## src/rtl/core/htoi_pkg.sv

```systemverilog
// ----------------------------------------------------------------------------
// htoi_pkg
// Shared types, character codes and result codes for the hex text converter.
// ----------------------------------------------------------------------------
package htoi_pkg;

	// Character codes
	localparam logic [7:0] CH_PLUS  = 8'h2B;
	localparam logic [7:0] CH_MINUS = 8'h2D;
	localparam logic [7:0] CH_LX    = 8'h78;
	localparam logic [7:0] CH_UX    = 8'h58;
	localparam logic [7:0] CH_0     = 8'h30;
	localparam logic [7:0] CH_9     = 8'h39;
	localparam logic [7:0] CH_LA    = 8'h61;
	localparam logic [7:0] CH_LF    = 8'h66;
	localparam logic [7:0] CH_UA    = 8'h41;
	localparam logic [7:0] CH_UF    = 8'h46;
	localparam logic [7:0] HEX_TEN  = 8'd10;

	// Result codes
	localparam logic [2:0] ERR_NONE      = 3'd0;
	localparam logic [2:0] ERR_EMPTY     = 3'd1;
	localparam logic [2:0] ERR_SIGN_ONLY = 3'd2;
	localparam logic [2:0] ERR_PFX_ONLY  = 3'd3;
	localparam logic [2:0] ERR_PFX_LEAD  = 3'd4;
	localparam logic [2:0] ERR_NO_DIGITS = 3'd5;
	localparam logic [2:0] ERR_NON_HEX   = 3'd6;

	// Widths
	localparam int unsigned CHAR_W  = 8;
	localparam int unsigned NUM_W   = 32;
	localparam int unsigned ERR_W   = 3;
	localparam int unsigned OUT_W   = 40;

	// Classified input item passed from front to back
	typedef struct packed {
		logic       is_end;
		logic       is_sign;
		logic       is_minus;
		logic       is_x;
		logic       is_zero;
		logic       is_hex;
		logic [3:0] digit;
	} cls_t;

	// Classify one input item
	function automatic cls_t classify(input logic kind, input logic [7:0] c);
		cls_t r;
		r          = '0;
		r.is_end   = kind;
		r.is_sign  = (c == CH_PLUS) || (c == CH_MINUS);
		r.is_minus = (c == CH_MINUS);
		r.is_x     = (c == CH_LX) || (c == CH_UX);
		r.is_zero  = (c == CH_0);
		if (c inside {[CH_0:CH_9]}) begin
			r.is_hex = 1'b1;
			r.digit  = 4'(c - CH_0);
		end else if (c inside {[CH_LA:CH_LF]}) begin
			r.is_hex = 1'b1;
			r.digit  = 4'(c - CH_LA + HEX_TEN);
		end else if (c inside {[CH_UA:CH_UF]}) begin
			r.is_hex = 1'b1;
			r.digit  = 4'(c - CH_UA + HEX_TEN);
		end
		return r;
	endfunction

endpackage

```

## src/rtl/core/htoi_front.sv

```systemverilog
// ----------------------------------------------------------------------------
// htoi_front
// Accepts input transfers, classifies each character and registers it
// for the item queue.
// ----------------------------------------------------------------------------
module htoi_front (
	input  logic                        clk,
	input  logic                        arst_n,
	input  logic                        s_tvalid,
	output logic                        s_tready,
	input  logic [7:0]                  s_tdata,   // char_code[7:0]
	input  logic                        s_tuser,   // kind
	output logic                        cls_vld,
	output htoi_pkg::cls_t              cls,
	input  logic                        cls_rdy
);
	import htoi_pkg::*;

	logic vld_s1;
	cls_t cls_s1;

	// Take a new item whenever the stage is empty or drains this cycle
	assign s_tready = !vld_s1 || cls_rdy;

	always_ff @(posedge clk or negedge arst_n) begin
		if (!arst_n) begin
			vld_s1 <= 1'b0;
		end else if (s_tready) begin
			vld_s1 <= s_tvalid;
		end
	end

	// Hold the classified item until the queue takes it
	always_ff @(posedge clk) begin
		if (s_tready && s_tvalid) begin
			cls_s1 <= classify(s_tuser, s_tdata);
		end
	end

	assign cls_vld = vld_s1;
	assign cls     = cls_s1;

endmodule

```

## src/rtl/core/htoi_queue.sv

```systemverilog
// ----------------------------------------------------------------------------
// htoi_queue
// Two-entry queue of classified items between front and back.
// ----------------------------------------------------------------------------
module htoi_queue (
	input  logic                        clk,
	input  logic                        arst_n,
	input  logic                        push_vld,
	output logic                        push_rdy,
	input  htoi_pkg::cls_t              push_item,
	output logic                        pop_vld,
	input  logic                        pop_rdy,
	output htoi_pkg::cls_t              pop_item
);
	import htoi_pkg::*;

	cls_t       mem_q [2];
	logic       wr_q;
	logic       rd_q;
	logic [1:0] cnt_q;
	logic       push;
	logic       pop;

	assign push_rdy = (cnt_q != 2'd2);
	assign pop_vld  = (cnt_q != 2'd0);
	assign push     = push_vld && push_rdy;
	assign pop      = pop_vld && pop_rdy;
	assign pop_item = mem_q[rd_q];

	// Advance pointers and fill level
	always_ff @(posedge clk or negedge arst_n) begin
		if (!arst_n) begin
			wr_q  <= 1'b0;
			rd_q  <= 1'b0;
			cnt_q <= 2'd0;
		end else begin
			if (push) wr_q <= !wr_q;
			if (pop)  rd_q <= !rd_q;
			if (push && !pop)      cnt_q <= cnt_q + 2'd1;
			else if (pop && !push) cnt_q <= cnt_q - 2'd1;
		end
	end

	// Store entries
	always_ff @(posedge clk) begin
		if (push) begin
			mem_q[wr_q] <= push_item;
		end
	end

endmodule

```

## src/rtl/core/htoi_back.sv

```systemverilog
// ----------------------------------------------------------------------------
// htoi_back
// Carries out classified items: tracks sign and prefix position, accumulates
// hex digits and, on end of string, registers the value and result code.
// ----------------------------------------------------------------------------
module htoi_back (
	input  logic                        clk,
	input  logic                        arst_n,
	input  logic                        item_vld,
	output logic                        item_rdy,
	input  htoi_pkg::cls_t              item,
	output logic                        m_tvalid,
	input  logic                        m_tready,
	output logic [htoi_pkg::OUT_W-1:0]  m_tdata    // number[31:0], error_code[34:32]
);
	import htoi_pkg::*;

	// String state
	logic [1:0]       cnt_q;
	logic [NUM_W-1:0] acc_q;
	logic             bad_q;
	logic             beyond_q;

	// Flags of the first three characters
	logic h0_sign_q, h0_minus_q, h0_zero_q, h1_x_q, h1_zero_q, h2_x_q;

	// Output register
	logic             out_vld_q;
	logic [NUM_W-1:0] num_q;
	logic [ERR_W-1:0] err_q;

	logic             out_free;
	logic             pop;
	logic             pop_char;
	logic             pop_end;
	logic             signed0;
	logic             skip;
	logic [NUM_W-1:0] acc_nxt;
	logic             pfx_found;
	logic [1:0]       end_i;
	logic             no_digits;
	logic [ERR_W-1:0] err_nxt;
	logic [NUM_W-1:0] num_nxt;

	assign out_free = !out_vld_q || m_tready;
	assign item_rdy = !item.is_end || out_free;
	assign pop      = item_vld && item_rdy;
	assign pop_char = pop && !item.is_end;
	assign pop_end  = pop && item.is_end;

	// Decide whether a character is a digit position
	always_comb begin
		signed0 = (cnt_q != 2'd0) && h0_sign_q;
		skip    = ((cnt_q == 2'd0) && item.is_sign)
			|| ((cnt_q == 2'd1) && !signed0 && item.is_x)
			|| ((cnt_q == 2'd2) && signed0 && item.is_x);
		acc_nxt = {acc_q[NUM_W-5:0], 4'b0000} + {{(NUM_W-4){1'b0}}, item.digit};
	end

	// Classify the finished string
	always_comb begin
		if (h0_sign_q) begin
			pfx_found = (cnt_q == 2'd3) && h2_x_q;
		end else begin
			pfx_found = (cnt_q >= 2'd2) && h1_x_q;
		end
		end_i = {pfx_found, 1'b0} + {1'b0, h0_sign_q};
		if (cnt_q != 2'd3) begin
			no_digits = (cnt_q == end_i);
		end else begin
			no_digits = (end_i == 2'd3) && !beyond_q;
		end
		num_nxt = '0;
		if (cnt_q == 2'd0) begin
			err_nxt = ERR_EMPTY;
		end else if (h0_sign_q && (cnt_q == 2'd1)) begin
			err_nxt = ERR_SIGN_ONLY;
		end else if (!h0_sign_q && pfx_found && (cnt_q == 2'd2)) begin
			err_nxt = ERR_PFX_ONLY;
		end else if (pfx_found && !(h0_sign_q ? h1_zero_q : h0_zero_q)) begin
			err_nxt = ERR_PFX_LEAD;
		end else if (no_digits) begin
			err_nxt = ERR_NO_DIGITS;
		end else if (bad_q) begin
			err_nxt = ERR_NON_HEX;
		end else begin
			err_nxt = ERR_NONE;
			num_nxt = h0_minus_q ? (NUM_W'(0) - acc_q) : acc_q;
		end
	end

	// Advance string state; clear it after end of string
	always_ff @(posedge clk or negedge arst_n) begin
		if (!arst_n) begin
			cnt_q    <= 2'd0;
			acc_q    <= '0;
			bad_q    <= 1'b0;
			beyond_q <= 1'b0;
		end else if (pop_end) begin
			cnt_q    <= 2'd0;
			acc_q    <= '0;
			bad_q    <= 1'b0;
			beyond_q <= 1'b0;
		end else if (pop_char) begin
			if (!skip) begin
				if (item.is_hex) acc_q <= acc_nxt;
				else             bad_q <= 1'b1;
			end
			if (cnt_q != 2'd3) cnt_q    <= cnt_q + 2'd1;
			else               beyond_q <= 1'b1;
		end
	end

	// Record flags of the leading characters
	always_ff @(posedge clk) begin
		if (pop_char) begin
			case (cnt_q)
				2'd0: begin
					h0_sign_q  <= item.is_sign;
					h0_minus_q <= item.is_minus;
					h0_zero_q  <= item.is_zero;
				end
				2'd1: begin
					h1_x_q    <= item.is_x;
					h1_zero_q <= item.is_zero;
				end
				2'd2: begin
					h2_x_q <= item.is_x;
				end
				default: begin
				end
			endcase
		end
	end

	// Hold the result until the receiver takes it
	always_ff @(posedge clk or negedge arst_n) begin
		if (!arst_n) begin
			out_vld_q <= 1'b0;
		end else if (out_free) begin
			out_vld_q <= pop_end;
		end
	end

	always_ff @(posedge clk) begin
		if (pop_end) begin
			num_q <= num_nxt;
			err_q <= err_nxt;
		end
	end

	assign m_tvalid = out_vld_q;
	assign m_tdata  = {{(OUT_W-NUM_W-ERR_W){1'b0}}, err_q, num_q};

`ifndef SYNTHESIS
	a_err_zero_value: assert property (@(posedge clk) disable iff (!arst_n)
		out_vld_q |-> (err_q == ERR_NONE) || (num_q == '0))
		else $error("nonzero value reported with an error code");

	a_err_range: assert property (@(posedge clk) disable iff (!arst_n)
		out_vld_q |-> (err_q != 3'd7))
		else $error("undefined result code");

	a_beyond_needs_full: assert property (@(posedge clk) disable iff (!arst_n)
		beyond_q |-> (cnt_q == 2'd3))
		else $error("overflow flag set before three characters");

	a_clear_after_end: assert property (@(posedge clk) disable iff (!arst_n)
		pop_end |=> (cnt_q == 2'd0) && (acc_q == '0) && !bad_q && !beyond_q)
		else $error("string state not cleared after end of string");

	a_end_lands: assert property (@(posedge clk) disable iff (!arst_n)
		pop_end |=> out_vld_q)
		else $error("end of string produced no result");
`endif

endmodule

```

## src/rtl/core/hex_text_to_integer_core.sv

```systemverilog
// ----------------------------------------------------------------------------
// hex_text_to_integer_core
// Converts a stream of ASCII characters, closed by an end marker, into a
// signed 32-bit value and a result code.
// ----------------------------------------------------------------------------
// Input channel s_*: one transfer per character with s_tuser low and the
// code in s_tdata; a transfer with s_tuser high closes the string (s_tdata
// is then ignored). Output channel m_*: one transfer per closed string,
// number in m_tdata[31:0], result code in m_tdata[34:32]; characters give
// no output. Optional sign, optional 0x/0X prefix, digits 0-9 a-f A-F; the
// value wraps modulo 2^32 and is negated for a leading '-', and is zero
// whenever the code is nonzero.
// Throughput: one item per cycle on character transfers, and on end transfers
// while no result waits for m_tready; limited by the single shift-and-add in the back stage.
// The end transfer passes the front register, the queue and the output
// register before the result is offered.
// Reset clears the string state and both channels; no clearing pass.
// When m_tready is low the result holds, the two-entry queue and front
// register keep taking characters, and s_tready falls once they are full.
// ----------------------------------------------------------------------------
module hex_text_to_integer_core (
	input  logic                        clk,
	input  logic                        arst_n,
	input  logic                        s_tvalid,
	output logic                        s_tready,
	input  logic [7:0]                  s_tdata,   // char_code[7:0]
	input  logic                        s_tuser,   // kind (1 = end of string)
	output logic                        m_tvalid,
	input  logic                        m_tready,
	output logic [htoi_pkg::OUT_W-1:0]  m_tdata    // number[31:0], error_code[34:32]
);
	import htoi_pkg::*;

	logic cls_vld;
	logic cls_rdy;
	cls_t cls;
	logic item_vld;
	logic item_rdy;
	cls_t item;

	// Accept and classify
	htoi_front u_front (
		.clk      (clk),
		.arst_n   (arst_n),
		.s_tvalid (s_tvalid),
		.s_tready (s_tready),
		.s_tdata  (s_tdata),
		.s_tuser  (s_tuser),
		.cls_vld  (cls_vld),
		.cls      (cls),
		.cls_rdy  (cls_rdy)
	);

	// Decouple front and back
	htoi_queue u_queue (
		.clk       (clk),
		.arst_n    (arst_n),
		.push_vld  (cls_vld),
		.push_rdy  (cls_rdy),
		.push_item (cls),
		.pop_vld   (item_vld),
		.pop_rdy   (item_rdy),
		.pop_item  (item)
	);

	// Accumulate and report
	htoi_back u_back (
		.clk      (clk),
		.arst_n   (arst_n),
		.item_vld (item_vld),
		.item_rdy (item_rdy),
		.item     (item),
		.m_tvalid (m_tvalid),
		.m_tready (m_tready),
		.m_tdata  (m_tdata)
	);

endmodule
```

## config.mk

```make
export PLATFORM = sky130hd
export DESIGN_NAME = hex_text_to_integer_core
export DESIGN_NICKNAME = d
export VERILOG_FILES = /design/src/rtl/core/htoi_pkg.sv /design/src/rtl/core/htoi_front.sv /design/src/rtl/core/htoi_queue.sv /design/src/rtl/core/htoi_back.sv /design/src/rtl/core/hex_text_to_integer_core.sv
export SDC_FILE = /design/constraint.sdc
export NUM_CORES = 1
export LEC_CHECK = 0
export ABC_AREA = 1
export BUFFER_PORTS_ARGS = -buffer_cell sky130_fd_sc_hd__buf_2
export CAP_MARGIN = 20
export CORE_ASPECT_RATIO = 1.4
export CORE_MARGIN = 2
export CORE_UTILIZATION = 54
export CTS_CLUSTER_DIAMETER = 50
export DETAILED_ROUTE_END_ITERATION = 8
export PLACE_DENSITY = 0.89
export REMOVE_ABC_BUFFERS = 1
export SYNTH_ARGS = -nofsm -noshare
export SYNTH_HDL_FRONTEND = slang
export SYNTH_SLANG_ARGS = --single-unit
export TNS_END_PERCENT = 50
```

## constraint.sdc

```tcl
create_clock -name clk -period 2.1 [get_ports clk]
set_input_delay 0 -clock clk [delete_from_list [all_inputs] [get_ports clk]]
set_output_delay 0 -clock clk [all_outputs]
set_load 0.01 [all_outputs]
```

; After elaboration in Yosys (flattened, before gate mapping)
; Memories as Yosys holds them, arrays and structs flattened.
; Cells that the tools add are included.
[totals]
elab_cells = 147
reg_bits = 93
ram_bits = 20
n_memories = 1
out_inout_bits = 42
inputBits = 13
[memory_table]
columns = name, words, word_bits, read_ports, rd_clocked_by_memory_dff, write_ports, line
row1 = u_queue.mem_q, 2, 10, 1, 0, 1, htoi_queue.sv:17  ; cls_t mem_q [2];
[op_classes]
n_lt_le_gt_ge = 7
n_reduce_logical = 58
mux = 30
n_addsub = 11
n_eq_ne = 15
[op_table]
columns = operator, count
row1 = 32-bit two-way mux, 5
row2 = 32-bit by 4-bit adder with 32-bit output, 1
row3 = 1-bit by 32-bit subtractor with 32-bit output (first input constant), 1
row4 = 8-bit by 6-bit equality test with 1-bit output (second input constant), 3
row5 = 1-bit logical AND, 23
row6 = 8-bit by 7-bit equality test with 1-bit output (second input constant), 2
row7 = 8-bit by 7-bit >= comparator with 1-bit output (second input constant), 2
row8 = 8-bit by 7-bit <= comparator with 1-bit output (second input constant), 2
row9 = 2-bit two-way mux, 7
row10 = 1-bit two-way mux, 12
row11 = 2-bit nonzero test, 6
row12 = 4-bit by 1-bit subtractor with 4-bit output (second input constant), 3
row13 = 1-bit logical NOT, 11
row14 = 2-bit AND reduction, 5
row15 = 3-bit two-way mux, 3
row16 = 4-bit adder (second input constant), 2
row17 = 8-bit by 6-bit >= comparator with 1-bit output (second input constant), 1
row18 = 8-bit by 6-bit <= comparator with 1-bit output (second input constant), 1
row19 = 4-bit two-way mux, 2
row20 = 1-bit logical OR, 7
row21 = 2-bit equality test (second input constant), 3
row22 = 2-bit by 1-bit != test with 1-bit output (second input constant), 3
row23 = 3-bit AND reduction, 2
row24 = 6-bit OR reduction, 1
row25 = other kinds (11), 13

; Logic depth before layout (Yosys ltp)
[logic_depth]
depth_word = 11
mapped_depth = 13
depth_no_buf = 13

; Cells and area by module
; From an unflattened synthesis, not the netlist that was laid out.
[hier_totals]
cells_unflattened = 628
area_unflattened_um2 = 5785.5
[by_module_without_submodules]
columns = mod, seq_area_each_um2, n_inst, cells_per_inst, area_per_inst_um2
row1 = htoi_back, 2157.1, 1, 486, 4186.5
row2 = htoi_queue, 700.7, 1, 81, 974.7
row3 = htoi_front, 325.3, 1, 61, 624.3

; Least setup slack after synthesis
; No wires, ideal clock.
[synth_path]
path_type = register -> register
startpoint = register u_queue.rd_q
endpoint = register u_back.acc_q[2]
t_required_ns = 1.977
synth_period_minus_slack_ns = 2.096
path_buffers = 2
arrival_ns = 1.973
setup_time_ns = 0.123
setup_slack_ns = 0.004
stages_incl_launch_ff = 13
cell_sequence = dfrtp_1 > inv_2 > nand2_1 > nand2_1 > inv_2 > nor2_4 > inv_2 > buf_6 > nand2_4 > nand3_4 > buf_6 > nand2_1 > o21ai_2
[synth_via]
elab_chain_cells = 7
elab_cells_between_ends = 20
classes_between = 1 x add/sub / 1 x eq/ne / 4 x mux / 13 x reduce/logical / 1 x memory
[synth_rtl]
columns = element, line
row1 = from (decl), htoi_queue.sv:19  ; logic rd_q;
row2 = from (signal assigned), htoi_queue.sv:38  ; if (pop) rd_q <= !rd_q;
row3 = memory read 2 x 10 bit (*), -
row4 = 1-bit logical NOT, htoi_back.sv:46  ; assign item_rdy = !item.is_end || out_free;
row5 = 1-bit logical OR, htoi_back.sv:46
row6 = 1-bit logical AND, htoi_back.sv:47  ; assign pop = item_vld && item_rdy;
row7 = 1-bit logical AND (*), htoi_back.sv:49  ; assign pop_end = pop && item.is_end;
row8 = named net u_back.pop_end, htoi_back.sv:35  ; logic pop_end;
row9 = 2-bit by 1-bit != test with 1-bit output (no line) or 2-bit nonzero test (tied branches), -
row10 = 3-bit AND reduction (no line), -
row11 = to (signal assigned), htoi_back.sv:106  ; if (item.is_hex) acc_q <= acc_nxt;
row12 = to (decl), htoi_back.sv:20  ; logic [NUM_W-1:0] acc_q;
; Mark *: on every way through the listed nets, which the timed path passes. The rest lies on a longest branch. The select of a mux whose other input is x is not followed.
; A chain may end at the register's enable or synchronous reset.

; Worst setup path in the final report
[layout_path]
startpoint = register u_back.cnt_q[0]
endpoint = register u_back.num_q[15], data pin
[layout_via]
elab_chain_cells = 8
elab_cells_between_ends = 19
classes_between = 1 x add/sub / 1 x order compare / 6 x eq/ne / 2 x mux / 9 x reduce/logical
[layout_rtl]
columns = element, line
row1 = from (decl), htoi_back.sv:19  ; logic [1:0] cnt_q;
row2 = from (signal assigned), htoi_back.sv:109  ; if (cnt_q != 2'd3) cnt_q <= cnt_q + 2'd1;
row3 = 2-bit >= comparator or 2-bit equality test (tied branches), "htoi_back.sv:65, htoi_back.sv:63"
row4 = 1-bit logical AND (on tied branches), "htoi_back.sv:65, htoi_back.sv:63"
row5 = 1-bit two-way mux, htoi_back.sv:62  ; if (h0_sign_q) begin
row6 = 2-bit by 1-bit adder with 2-bit output, htoi_back.sv:67  ; end_i = {pfx_found, 1'b0} + {1'b0, h0_sign_q};
row7 = 2-bit equality test, htoi_back.sv:71  ; no_digits = (end_i == 2'd3) && !beyond_q;
row8 = 1-bit logical AND, htoi_back.sv:71
row9 = 1-bit two-way mux, htoi_back.sv:68  ; if (cnt_q != 2'd3) begin
row10 = 6-bit OR reduction (no line) (*), -
row11 = to (signal assigned), htoi_back.sv:147  ; num_q <= num_nxt;
row12 = to (decl), htoi_back.sv:29  ; logic [NUM_W-1:0] num_q;
; Mark *: on every way between the ends. The rest lies on a longest branch, timed or not.

==> metrics.csv <==
metric,value,unit
Clock Tree Buf Depth,2,
hold path startpoint,s_tdata[5],
top_reg_cell synth,edfxtp_1,
Max Cap Viol,0,
CP Data Required Time,2260,ps
vias,4685,
worst vdd ir,0.780,mV
Leak,0.00314,uW
Post-synth EDFFs,71,
Hold Path Cell Cnt,3,
Congestion Overflow GR,0,
effective utilization at floorplan,0.555,
worst hold endpoint,u_front.cls[5],
ys async rst share,0.372,
Antenna Nets Post-Route,0,
fin crit period,2060,ps
TritonCTS Sinks,113,
first-pass GRT wire length,19700,um
fill count,751,
top area cells in the synthesized netlist,"edfxtp_1 (37%), dfrtp_1 (18%), nand2_1 (11%)",
Std-Cell Rows,44,
CTS root buffer,clkbuf_16,
clock share of power,0.216,
Layout area overhead,20.3,%
"Max FO, Critical Path",8,
setup_tns,0,ps
IO Count,55,
Synth area leader,edfxtp_1,
Wirelength per Cell,14.8,um
r2r setup slk,40,ps
post-DP HPWL,8080,um
top post-synthesis cells by count,"nand2_1 (173), nor2_1 (87), edfxtp_1 (71), inv_1 (53), dfrtp_1 (42)",
CTS tree,yes,
run status,finished clean,
GRT Util Overall,0.219,
Crit Path Class,reg2reg,
switching power share of the total,0.414,
Die Area,11500,um^2
"Clk Latency, worst-skew pair",410,ps
largest net degree at the start of global routing,43,
initial antenna violation count,0,
Seq pwr share,0.318,
total core area,10300,um^2
critical path launch point type,flip-flop,
Post-Syn Instances,624,
cts bufs inserted,17,
"Seq/Total Area, Yosys",0.555,
Tcrit/Tclk final,0.980,
Mapped Avg Cell Area,9.20,um^2
Max Clock Skew,9.52,ps
GP Congestion,0.872,
"Reg clk slew, reported paths",50,ps
Psw,5450,uW
Pwr per Cell Area,1910,nW/um^2
worst hold-check path type,in2reg,
Post-Syn Area,5740,um^2
Final Max Tran Viols,0,
combinational power share,0.466,
final hold viol count,0,
drt first pass iters,7,
diode count,0,
Chip Height,126,um
worst r2r dst,u_back.num_q[15],
Yosys Warn Count,0,
Internal Power,7710,uW
Tightest Pin Transition,927,ps
Iter 0 DRT Violations,364,
final setup fails,0,
DRC,0,
Seq cells post-synth,113,
IO buf count,49,
share of post-route cells with drive strength above 1,0.212,
r2r startpoint,u_back.cnt_q[0],
critical path endpoint category,flip-flop,
vias in the first global route,4502,
Die X-Extent,91.1,um
arrival time of the worst setup path,2220,ps
H-tree depth,4,
"count leader, synth",nand2_1,
post-route core utilization,0.667,
DR vias/cell,5.51,
share of the synthesized area in the top cell type,0.371,
Max Fclk,0.486,GHz
post-synth cell types,31,
max_slew headroom,0.382,
# nets final,722,
R2R depth,14,
Detailed Route WL,12600,um
[layout make-up]
cell class              instances  area, um^2  area share
flip-flops and latches        113        3180       0.461
well taps                     138         173      0.0250
repair buffers                 75         519      0.0752
inverters                      58         218      0.0315
multi-input cells             434        2210       0.320
clock buffers                  28         558      0.0809
clock inverters                 4        43.8     0.00635
[power groups by stage]
stage                     logic [uW]  registers (uW)  clock network [uW]
after floorplan                 3750            4250                   0
after global placement          5340            4110                   0
after detailed placement        5630            4160                   0
after CTS                       5770            4140                2850
after global routing            6720            4250                2960
final                           6140            4180                2840
[routing by layer]
| layer | wire length [um] | up-vias | GRT usage |
|---|---|---|---|
| li1 | - | 2195 | - |
| met1 | 4240 | 2196 | 0.208 |
| met2 | 6880 | 230 | 0.407 |
| met3 | 752 | 64 | 0.0502 |
| met4 | 720 | 0 | 0.156 |
| met5 | 0 | - | 0 |
[sequential cells by signal, indices dropped and copies added, names as in the netlist, 2 cells and up]
name           count
u_queue.cnt_q      2
u_back.err_q       3
u_front.cls       10
u_back.acc_q      32
u_back.cnt_q       2
u_queue.mem_q     20
u_back.num_q      32
[cells by family after synthesis]
group           share of synthesized area
compound gates                     0.0865
xor+xnor                           0.0320
fa+ha+maj                          0.0218
buf+inv                            0.0667
flops                               0.555
other cells                      0.000653
simple gates                        0.238
[per-stage QoR]
stage	total power, uW	setup WS, ps	cell area [um^2]	hold WS [ps]	cells
floorplan	8000	-888	5590	-296	605
global placement	9460	231	6130	174	803
detailed placement	9790	138	6130	178	803
CTS	12800	19.5	6810	10.4	843
global route	13900	-83.9	6900	25.8	850
finish	13200	41.8	6900	14.4	850
[worst max-delay path by stage]
stage,endpoint,startpoint,slack [ps],depth (start not counted)
final,u_back.num_q[15],u_back.cnt_q[0],40,14
after detailed placement,u_back.num_q[1],u_back.cnt_q[0],140,13
after global routing,u_back.num_q[15],u_back.cnt_q[0],-80,14
after CTS,u_queue.cnt_q[1],u_queue.rd_q,20,11
after floorplan,u_back.acc_q[0],u_queue.rd_q,-890,10
after global placement,u_back.num_q[1],u_back.cnt_q[0],230,13
[cells in the final DEF (no fill, tap or decap), drive strengths merged]
| cell type | count |
|---|---|
| a21oi | 12 |
| a31oi | 1 |
| and2 | 3 |
| buf | 66 |
| bufinv | 1 |
| clkbuf | 29 |
| clkinv | 4 |
| conb | 5 |
| dfrtp | 42 |
| dlygate4sd3 | 8 |
| edfxtp | 71 |
| ha | 10 |
| inv | 57 |
| nand2 | 174 |
| nand3 | 40 |
| nand3b | 2 |
| nand4 | 8 |
| nor2 | 88 |
| nor3 | 5 |
| o211ai | 6 |
| o21a | 1 |
| o21ai | 49 |
| o22ai | 2 |
| or2 | 7 |
| xnor2 | 7 |
| xor2 | 14 |
[critical path, stage by stage (launching register included)]
cell and delay (ps):
dfrtp_1 420, inv_2 90, ha_2 200, inv_2 70
nand2_1 50, nand2_1 90, nand2_1 90, nand2_1 90
nand3_2 90, nand2_2 90, inv_1 60, nand3b_1 100
buf_4 160, clkbuf_16 160, nor2_1 40
[what timing repair did]
item / in CTS / in global routing
endpoints found under the setup margin: 0 / 64
gates resized for setup: 0 / 10
buffers inserted: 0 / 5
hold buffers: 8 / 0
endpoints found under the hold margin: 48 / 0
Power figures use the tool's default switching activity.
